<file path="src/design/ame_pkg.sv">
// Package for the accumulator machine execute unit.
// Holds opcodes, status codes, depths and controller/datapath types. No dependencies.
package ame_pkg;

   localparam int DataDepth = 1024;
   localparam int CodeDepth = 1024;
   localparam int DataAw    = $clog2(DataDepth);
   localparam int CodeAw    = $clog2(CodeDepth);

   typedef enum logic [3:0] {
      OP_LOAD  = 4'd0,  OP_CONST = 4'd1,  OP_STORE = 4'd2,  OP_ADD   = 4'd3,
      OP_SUB   = 4'd4,  OP_MUL   = 4'd5,  OP_DIV   = 4'd6,  OP_JUMP  = 4'd7,
      OP_JZERO = 4'd8,  OP_READ  = 4'd9,  OP_WRITE = 4'd10, OP_HALT  = 4'd11
   } op_type;

   typedef enum logic [2:0] {
      ST_RUN = 3'd0, ST_HALT = 3'd1, ST_BADOP = 3'd2, ST_BADADDR = 3'd3, ST_DIVZERO = 3'd4
   } status_type;

   typedef enum logic [2:0] {
      S_CLEAR, S_IDLE, S_READ, S_EXEC, S_DIV, S_DONE
   } state_type;

   // Commands from the controller to the datapath.
   typedef struct packed {
      logic clear_we;    // write zero at the clear pointer
      logic capture;     // take the request into the datapath
      logic exec;        // compute the result from memory data
      logic div_start;   // load the divider
      logic div_step;    // one quotient bit
      logic div_finish;  // apply the quotient
      logic rsp_load;    // present the result
   } cmd_type;

   // Status from the datapath to the controller.
   typedef struct packed {
      logic clear_last;
      logic needs_div;
      logic div_last;
   } stat_type;

endpackage

</file>
<file path="src/design/ame_control.sv">
// Controller state machine of the accumulator machine execute unit.
// Depends on ame_pkg.
module ame_control import ame_pkg::*; (
   input  logic     clock,
   input  logic     reset,
   input  logic     req_valid,
   output logic     req_stall,
   output logic     rsp_valid,
   input  logic     rsp_stall,
   input  stat_type stat,
   output cmd_type  cmd
);

   state_type state_ff, state_in;
   logic      rsp_valid_ff, rsp_valid_in;

   // State and output valid registers.
   always_ff @(posedge clock) begin
      if (reset) begin
         state_ff     <= S_CLEAR;
         rsp_valid_ff <= 1'b0;
      end else begin
         state_ff     <= state_in;
         rsp_valid_ff <= rsp_valid_in;
      end
   end

   assign rsp_valid = rsp_valid_ff;
   assign req_stall = (state_ff != S_IDLE);

   // Next state and commands.
   always_comb begin
      state_in     = state_ff;
      rsp_valid_in = rsp_valid_ff;
      cmd          = '0;
      if (rsp_valid_ff && !rsp_stall) begin
         rsp_valid_in = 1'b0;
      end
      case (state_ff)
         S_CLEAR: begin
            cmd.clear_we = 1'b1;
            if (stat.clear_last) begin
               state_in = S_IDLE;
            end
         end
         S_IDLE: begin
            if (req_valid) begin
               cmd.capture = 1'b1;
               state_in    = S_READ;
            end
         end
         S_READ: begin
            state_in = S_EXEC;
         end
         S_EXEC: begin
            if (stat.needs_div) begin
               cmd.div_start = 1'b1;
               state_in      = S_DIV;
            end else begin
               cmd.exec = 1'b1;
               state_in = S_DONE;
            end
         end
         S_DIV: begin
            cmd.div_step = 1'b1;
            if (stat.div_last) begin
               state_in = S_DONE;
            end
         end
         S_DONE: begin
            // The previous result must be gone before this one is shown.
            if (!rsp_valid_ff || !rsp_stall) begin
               cmd.rsp_load = 1'b1;
               rsp_valid_in = 1'b1;
               state_in     = S_IDLE;
            end
         end
         default: begin
            state_in = S_IDLE;
         end
      endcase
   end

endmodule

</file>
<file path="config.mk">
export PLATFORM = sky130hd
export DESIGN_NAME = ame_control
export DESIGN_NICKNAME = d
export VERILOG_FILES = /design/src/design/ame_pkg.sv /design/src/design/ame_control.sv
export SDC_FILE = /design/constraint.sdc
export NUM_CORES = 1
export LEC_CHECK = 0
export BUFFER_PORTS_ARGS = -buffer_cell sky130_fd_sc_hd__buf_2
export CORE_AREA = 2 2 39 41
export CTS_CLUSTER_SIZE = 8
export DETAILED_ROUTE_END_ITERATION = 16
export DIE_AREA = 0 0 41 43
export MAX_ROUTING_LAYER = met4
export SLEW_MARGIN = 10
export SYNTH_ARGS = -nofsm -noshare
export SYNTH_HDL_FRONTEND = slang
export SYNTH_SLANG_ARGS = --single-unit
</file>
<file path="constraint.sdc">
create_clock -name clock -period 1.1 [get_ports clock]
set_input_delay 0.11 -clock clock [delete_from_list [all_inputs] [get_ports clock]]
set_output_delay 0.11 -clock clock [all_outputs]
set_load 0.005 [all_outputs]
</file>
# Word level (Yosys, flattened, before mapping)
# Cells that the tools add are included.
[classes]
muxes = 18
eq_ne = 10
reduce_logical = 6
[ops]
columns = ["cell", "n"]
rows = [
  ["case mux 3 bit (6 select lines)", 1],
  ["two-way mux 1 bit", 12],
  ["two-way mux 3 bit", 4],
  ["inequality test 2 bit, second input constant", 4],
  ["equality test 3 x 2 -> 1 bit, second input constant", 2],
  ["equality test 3 bit, second input constant", 2],
  ["AND reduction 4 bit", 1],
  ["equality test 3 x 1 -> 1 bit, second input constant", 1],
  ["logical NOT 3 bit", 1],
  ["inequality test 3 x 1 -> 1 bit, second input constant", 1],
  ["logical NOT 1 bit", 2],
  ["two-way mux 2 bit", 1],
  ["logical AND 1 bit", 1],
  ["logical OR 1 bit", 1],
]
[totals]
out_inout_bits = 9
input_bits = 7
word_cells = 36
regBits = 4

# Longest topological paths before layout
# Gate-level depths: netlist of run 1.
[logic_depth]
depth_word = 5
ltp_mapped = 3
mapped_depth_nobuf = 3

# Worst setup path before layout of run 1
# No wires, ideal clock.
[synth_timing]
kind = "reg2reg"
start = "register state_ff[2]"
end = "register state_ff[0]"
required_time_ns = 0.969
setup_ns = 0.131
setup_slack_ns = 0.110
stages_incl_launch_ff = 4
arrival_time_ns = 0.860
synth_period_minus_slack_ns = 0.990
path_buffers = 0
path_cell_list = "dfxtp_1 -> nor2b_1 -> a2111oi_0 -> nor4_1"
[synth_via]
elab_chain_cells = 3
word_cells_on_any_way = 12
classes_between = "eq/ne (9); mux (1); reduce/logical (2)"
[synth_rtl]
columns = ["item", "line_no", "source"]
rows = [
  ["start, declared", "ame_control.sv:14", "state_type state_ff, state_in;"],
  ["start signal, assigned", "ame_control.sv:23", "state_ff <= state_in;"],
  ["equality test 3 bit (tied with other cells)", "ame_control.sv:39", "case (state_ff)"],
  ["inequality test 2 bit (no source line)", "-", ""],
  ["AND reduction 4 bit (no source line)", "-", ""],
]
# Parallel ways exist; a longest one is shown, timed or not.
# A chain may end at the register's enable or synchronous reset.

# Worst setup path after layout of run 1
[layout_timing]
start = "register state_ff[0]"
end = "output req_stall"
[layout_via]
elab_chain_cells = 1
[layout_rtl]
columns = ["item", "line_no", "source"]
rows = [
  ["inequality test 3 x 1 -> 1 bit", "ame_control.sv:29", "assign req_stall = (state_ff != S_IDLE);"],
  ["end, declared", "ame_control.sv:7", "output logic req_stall,"],
]
# No other way between the ends.

==> summary.txt, run 1 <==
Synthesis
  – Commonest cells post-synth: 4 x a21oi_1, 4 x dfxtp_1, 3 x nand2_1, 3 x nor3_1, 2 x nor2_1
  – EDFF count, synth: 0
  – Area contributors post-synth: dfxtp_1 37%, a21oi_1 9.1%, nor3_1 6.9%, and3_4 5.1%, nand2_1 5.1%
  – Synth Flop Type: dfxtp_1
  – Sequential share of the synthesized area: 36.57%
  – Area leader, netlist: dfxtp_1
  – Avg Synthesized Cell Area: roughly 7.8 um^2
  – Post-synth top area share: 36.57%
  – Asr flop ratio synth: 0%
  – Synthesized flop and latch total: 4
  – Mapped Cells: 28
  – Yosys cell types: 17
  – Syn Nets: 35
  – Mapped Area: 219.0 um^2
  – Warnings from Yosys: 0

Clock network
  – Clock sink count: 4
  – Root buf cell: clkbuf_4
  – CTS buffer count: 3
  – CTS tree: done
  – Clock Latency Late Sink: 0.23 ns
  – Worst-path clk slew: around 0.040 ns
  – Clock buffer depth: 2
  – H-Tree Depth: 1

Floorplan
  – Core area: 1384 um^2
  – Die height: 43 um
  – FP Rows: 14
  – Die X-Extent: 41 um
  – IO Count: 16
  – Starting density of the core: 15.82%
  – Die area: 1763 um^2

Layout
  – Nets: between 60 and 70
  – N_diodes: 0
  – FILL cells: approximately 150
  – Share of post-route cells with drive strength above 1: 67.92%
  – Layout area overhead: 92.57%

Detailed routing
  – Via count: 291
  – First-pass DRT Iterations: 2
  – Iter 0 DRT Violations: 3
  – WL final: 691 um
  – Via/cell ratio: ~4.2
  – DR WL/cell: 10.01 um
  – Final ANT Viol Nets: 0
  – Post-detailed-route DRC marker count: 0

GRT
  – Gr ovfl total: 0
  – First-pass GRT wire length: 1.041 mm
  – Overall Global Routing Usage: 9.897%
  – Largest net degree at the start of global routing: 8
  – Initial antenna violation count: 0
  – Vias in the first global route: 283

STA
  – Layout Skew: 0.0003761 ns
  – Post-layout min period: about 1.1 ns
  – Final setup viols: 5
  – Max Freq: roughly 0.87 GHz
  – Final worst slack: -0.04875 ns
  – Tcrit/Tclk final: 104.4%
  – Worst hold slack: between 0.09 and 0.1 ns
  – RSZ-0062 raised after global routing: true
  – Max Slew Vio Count: 0
  – Final Hold Vio Count: 0

Power and ir drop
  – Comb power frac: 26.0%
  – Leak: roughly 0.21 nW
  – Clk pwr share: 38.2%
  – Worst vdd ir: 0.3080 mV
  – Power Dens Cells: 1089 nW/um^2
  – Int Power: 0.3474 mW
  – Psw: around 0.11 mW
  – Seq pwr share: 35.9%
  – Sw Ratio: 24.33%

Critical path
  – CP arrival: 1.04 ns
  – WP data required: 0.99 ns
  – Crit Path Category: reg2out
  – Worst Path Max Fanout: 4
  – CP startpoint kind: register
  – CP Capture Type: output pin

Status
  – Status: complete, but fails checks
  – Failing checks: setup timing

Placed design
  – DP Wirelength: approximately 450 um
  – IO buf count: 14
  – Placer's final routability congestion estimate: ~0.61
  – Dpl ws: 0.002850 ns

Run
  – Total of max-cap violations: 0

Min path
  – Hold WC Path Type: in2reg
[final cells by class]
type,instances,area [um^2],area share (%)
inverters,2,7.507,1.780
well taps,16,20.02,4.748
repair buffers,23,143.9,34.12
multi-input cells,21,138.9,32.94
clock buffers,3,22.52,5.341
flip-flops and latches,4,88.84,21.07
[critical path, cell delays in order, from the launching register on]
cell and delay (ns):
dfxtp_2 0.34, nor2b_4 0.18, buf_4 0.12, nand2_1 0.04
buf_2 0.12
[cell families (layout without fill, tap and decap cells)]
| logic type | Yosys count | count (layout) | share of synthesized area [%] |
|---|---|---|---|
| compound gates | 6 | 6 | 17.14 |
| buf+inv | 3 | 28 | 6.855 |
| flops | 4 | 4 | 36.57 |
| other cells | 1 | 1 | 1.713 |
| simple gates | 14 | 14 | 37.72 |
[metrics by stage]
| step | setup TNS, ns | cells | utilization [%] | power (mW) | instance area [um^2] |
|---|---|---|---|---|---|
| global placement | 0 | 58 | 22.33 | 0.2451 | 309.0 |
| CTS | -0.2173 | 67 | 28.48 | 0.4560 | 394.1 |
| floorplan | 0 | 28 | - | 0.2074 | 219.0 |
| finish | -0.2064 | 69 | 30.47 | 0.4591 | 421.7 |
| detailed placement | 0 | 58 | 22.33 | 0.2462 | 309.0 |
| global route | -0.6632 | 69 | 30.47 | 0.5000 | 421.7 |
[worst paths after layout]
check	from	end	slack [ns]	cells past startpoint
worst max-delay path	state_ff[0]$_SDFFE_PP0P_	req_stall	-0.05	4
worst min-delay path	reset	state_ff[2]$_SDFFE_PP0P_	0.1	2
worst max register to register	state_ff[2]$_SDFFE_PP0P_	state_ff[0]$_SDFFE_PP0P_	0.02	4
worst min register to register	rsp_valid$_SDFF_PP0_	rsp_valid$_SDFF_PP0_	0.51	2
[flip-flops by register name (all words and copies together), names as in the netlist]
name / count
rsp_valid: 1
state_ff: 3
[power groups by stage]
stage	combinational (mW)	sequential, mW	clock (mW)
after global routing	0.128	0.166	0.205
after CTS	0.105	0.165	0.186
after detailed placement	0.0785	0.168	0
after global placement	0.0777	0.167	0
after floorplan	0.0407	0.167	0
final	0.119	0.165	0.175
[metal layers]
metal  vias up  GRT usage [%]  routed length (um)
met5         -              -                   0
met4         0          8.000                   0
met3         0          6.283                  55
met2        10          15.31                 387
met1       133          7.443                 248
li1        148              -                   -
[repair_timing]
item | in CTS | in global routing
hold buffers | 0 | 0
pin swaps | 2 | 3
endpoints found under the setup margin | 6 | 8
resized for setup | 6 | 5
buffers inserted | 6 | 2
hold endpoints to repair | 0 | 0
[placed cells by master, fill, tap and decap left out]
cell	count
nor4_1	1
nor2_2	1
nor3_1	3
dfxtp_2	1
inv_1	1
a21oi_1	3
nand2_1	2
nor2_1	1
a2111oi_1	1
buf_6	1
dfxtp_4	2
a211o_1	1
dfxtp_1	1
nand2_2	1
clkbuf_4	3
nor2b_4	1
conb_1	1
and3_4	1
and2b_2	1
nand3b_1	1
nor2b_1	1
buf_4	9
inv_2	1
buf_2	13
a21oi_2	1
No activity file was read; power rests on OpenSTA's default activity.
==> inputs of run 2 (changes only) <==
--- a/config.mk
+++ b/config.mk
@@ -5,9 +5,9 @@
 export SDC_FILE = /design/constraint.sdc
 export NUM_CORES = 1
 export LEC_CHECK = 0
+export ABC_AREA = 1
 export BUFFER_PORTS_ARGS = -buffer_cell sky130_fd_sc_hd__buf_2
 export CORE_AREA = 2 2 39 41
-export CTS_CLUSTER_SIZE = 8
 export DETAILED_ROUTE_END_ITERATION = 16
 export DIE_AREA = 0 0 41 43
 export MAX_ROUTING_LAYER = met4
==> summary.txt, run 2 <==
Clock network
  – CTS tree: done
  – CTS buffer count: 3 (unchanged)
  – H-Tree Depth: 1 (unchanged)
  – # hold bufs at CTS: 0 (unchanged)
  – Clock buffer depth: 2 (unchanged)
  – Root buf cell: clkbuf_4
  – Worst-path clk slew: 0.03 ns (about the same)
  – Clock sink count: 4 (unchanged)
  – Clock Latency Late Sink: 0.23 ns (about the same)

Min path
  – Hold WC Path Type: in2reg

GRT
  – Vias in the first global route: 320 (+13%)
  – Initial antenna violation count: 0 (unchanged)
  – Overall Global Routing Usage: 10.61% (+0.71 points)
  – First-pass GRT wire length: 1.207 mm (+16%)
  – Gr ovfl total: 0 (unchanged)
  – Largest net degree at the start of global routing: 7 (-1)

Detailed routing
  – Final ANT Viol Nets: 0 (unchanged)
  – WL final: 720 um (+4.2%)
  – Routed length on met1: 277 um (+12%)
  – Post-detailed-route DRC marker count: 0 (unchanged)
  – Iter 0 DRT Violations: 6 (+3)
  – Via count: 363 (+25%)
  – DR WL/cell: 8.000 um (-20%)
  – Via/cell ratio: 4.033 (-4.4%)
  – Total length of routed met3 wires: 35 um (-36%)
  – First-pass DRT Iterations: 4 (+2)
  – Highest metal layer with signal wires: met4
  – Met2 wire len: 381 um (-1.6%)

Critical path
  – CP Capture Type: output pin
  – Setup slack, reg-to-reg: 0.01 ns (about the same)
  – WP data required: 0.99 ns (about the same)
  – Worst Path Max Fanout: 3 (-1)
  – CP arrival: 1.07 ns (+0.03 ns)
  – Crit Path Category: reg2out
  – CP startpoint kind: register

STA
  – Post-layout min period: 1.182 ns (+0.03364 ns)
  – Tcrit/Tclk final: 107.5% (+3.1 points)
  – Max Freq: 0.8458 GHz (-2.8%)
  – Max Slew Vio Count: 0 (unchanged)
  – Layout Skew: 0.00007443 ns (-0.0003016 ns)
  – RSZ-0062 raised after global routing: true
  – Final setup viols: 5 (unchanged)
  – Final worst slack: -0.08238 ns (-0.03364 ns)
  – Final Hold Vio Count: 0 (unchanged)

Floorplan
  – Die height: 43 um (unchanged)
  – Core area: 1384 um^2 (unchanged)
  – Die area: 1763 um^2 (unchanged)
  – IO Count: 16 (unchanged)
  – FP Rows: 14 (unchanged)
  – Die X-Extent: 41 um (unchanged)
  – Starting density of the core: 21.16% (+5.3 points)

Status
  – Status: complete, but fails checks
  – Failing checks: setup timing

Layout
  – Largest Register: state_ff
  – N_diodes: 0 (unchanged)
  – Most frequent cells in the layout: 14 x buf_2, 9 x nand2_1, 8 x inv_1, 7 x nor2_1, 5 x buf_4
  – Post-layout util: 34.72% (+4.2 points)
  – Share of post-route cells with drive strength above 1: 52.70% (-15 points)
  – Max reg flops: 3 (unchanged)
  – Layout area overhead: 64.10%
  – Nets: 83 (+34%)
  – Commonest non-fill, non-tap cell in the layout: buf_2
  – Cell area after layout: 480.5 um^2 (+14%)

Synthesis
  – Mapped Area: 292.8 um^2 (+34%)
  – Yosys cell types: 15 (-2)
  – Avg Synthesized Cell Area: 5.630 um^2 (-28%)
  – Most numerous cell in the Yosys netlist: nand2_1
  – Mapped Cells: 52 (+86%)
  – Synthesized flop and latch total: 4 (unchanged)
  – Syn Nets: 59 (+69%)
  – Area leader, netlist: dfxtp_1
  – Post-synth top area share: 27.35% (-9.2 points)
  – Asr flop ratio synth: 0% (unchanged)
  – EDFF count, synth: 0 (unchanged)
  – Warnings from Yosys: 0 (unchanged)
  – Synth Flop Type: dfxtp_1
  – Sequential share of the synthesized area: 27.35% (-9.2 points)
  – Commonest cells post-synth: 12 x nand2_1, 10 x inv_1, 8 x nor2_1
  – Area contributors post-synth: dfxtp_1 27%, nand2_1 15%, inv_1 13%, nor2_1 10%, nor2_2 8.5%

Power and ir drop
  – Worst vdd ir: 1.054 mV (+240%)
  – Leak: 0.2830 nW (+36%)
  – Power Dens Cells: 2455 nW/um^2 (+130%)

Run
  – Total of max-cap violations: 0 (unchanged)

Placed design
  – Placer's final routability congestion estimate: 0.7310 (+20%)
  – Area after DPL: 382.9 um^2 (+24%)
  – DP Wirelength: 533.6 um (+18%)
  – IO buf count: 14 (unchanged)
run 2: what timing repair did:
item                                   CTS  global route
resized for setup                        7             8
setup buffers                            4             1
endpoints found under the hold margin    0             0
pin swaps                                4             8
setup endpoints to repair                8            10
run 2: path summary, 6_finish.rpt:
check | from | to | cells after the start
max reg2reg | state_ff[0]$_SDFFE_PP0P_ | state_ff[2]$_SDFFE_PP0P_ | 7
max | state_ff[0]$_SDFFE_PP0P_ | cmd[0] | 6
min | reset | state_ff[1]$_SDFFE_PP0P_ | 2
min reg2reg | rsp_valid$_SDFF_PP0_ | rsp_valid$_SDFF_PP0_ | 2
run 2: logic make-up (layout without fill, tap and decap cells):
kind of cell	count (synthesis)	after routing	share of synthesized area (%)
simple gates	32	32	49.57
buf+inv	12	34	16.67
flops	4	4	27.35
compound gates	3	3	5.123
other cells	1	1	1.281
run 2: per-stage QoR:
step | setup TNS, ns | power, mW | setup WS [ns] | hold slack [ns] | instances
floorplan | 0 | 0.6144 | 0.08506 | 0.1791 | 52
global placement | 0 | 0.7823 | 0.007311 | 0.3114 | 82
detailed placement | -0.01200 | 0.7837 | -0.01200 | 0.3086 | 82
CTS | -0.2858 | 1.105 | -0.07638 | 0.05580 | 89
global route | -0.6950 | 1.293 | -0.1284 | 0.07531 | 90
finish | -0.2046 | 1.180 | -0.08238 | 0.05697 | 90
run 2: layer usage:
metal	GRT usage, %	up-vias
li1	-	197
met1	11.29	153
met2	15.63	9
met3	3.141	4
met4	8.000	0
met5	-	-
run 2: layout make-up:
| type | count | area (um^2) |
|---|---|---|
| clock buffers | 3 | 22.52 |
| repair buffers | 20 | 118.9 |
| inverters | 11 | 41.29 |
| fillers | 159 | 903.4 |
| flip-flops and latches | 4 | 88.84 |
| multi-input cells | 36 | 188.9 |
| well taps | 16 | 20.02 |
run 2: worst max-delay path, cell delays in order, from the launching register on:
cell and delay, ns:
dfxtp_2 0.34, buf_6 0.12, nand2_4 0.05, nor2_4 0.10
inv_2 0.04, nor2_1 0.08, buf_2 0.11
run 2: where the power goes:
group	internal [mW]	switching, mW	total, mW
Combinational	0.346	0.357	0.703
Sequential	0.216	0.0845	0.301
Clock	0.122	0.0547	0.176
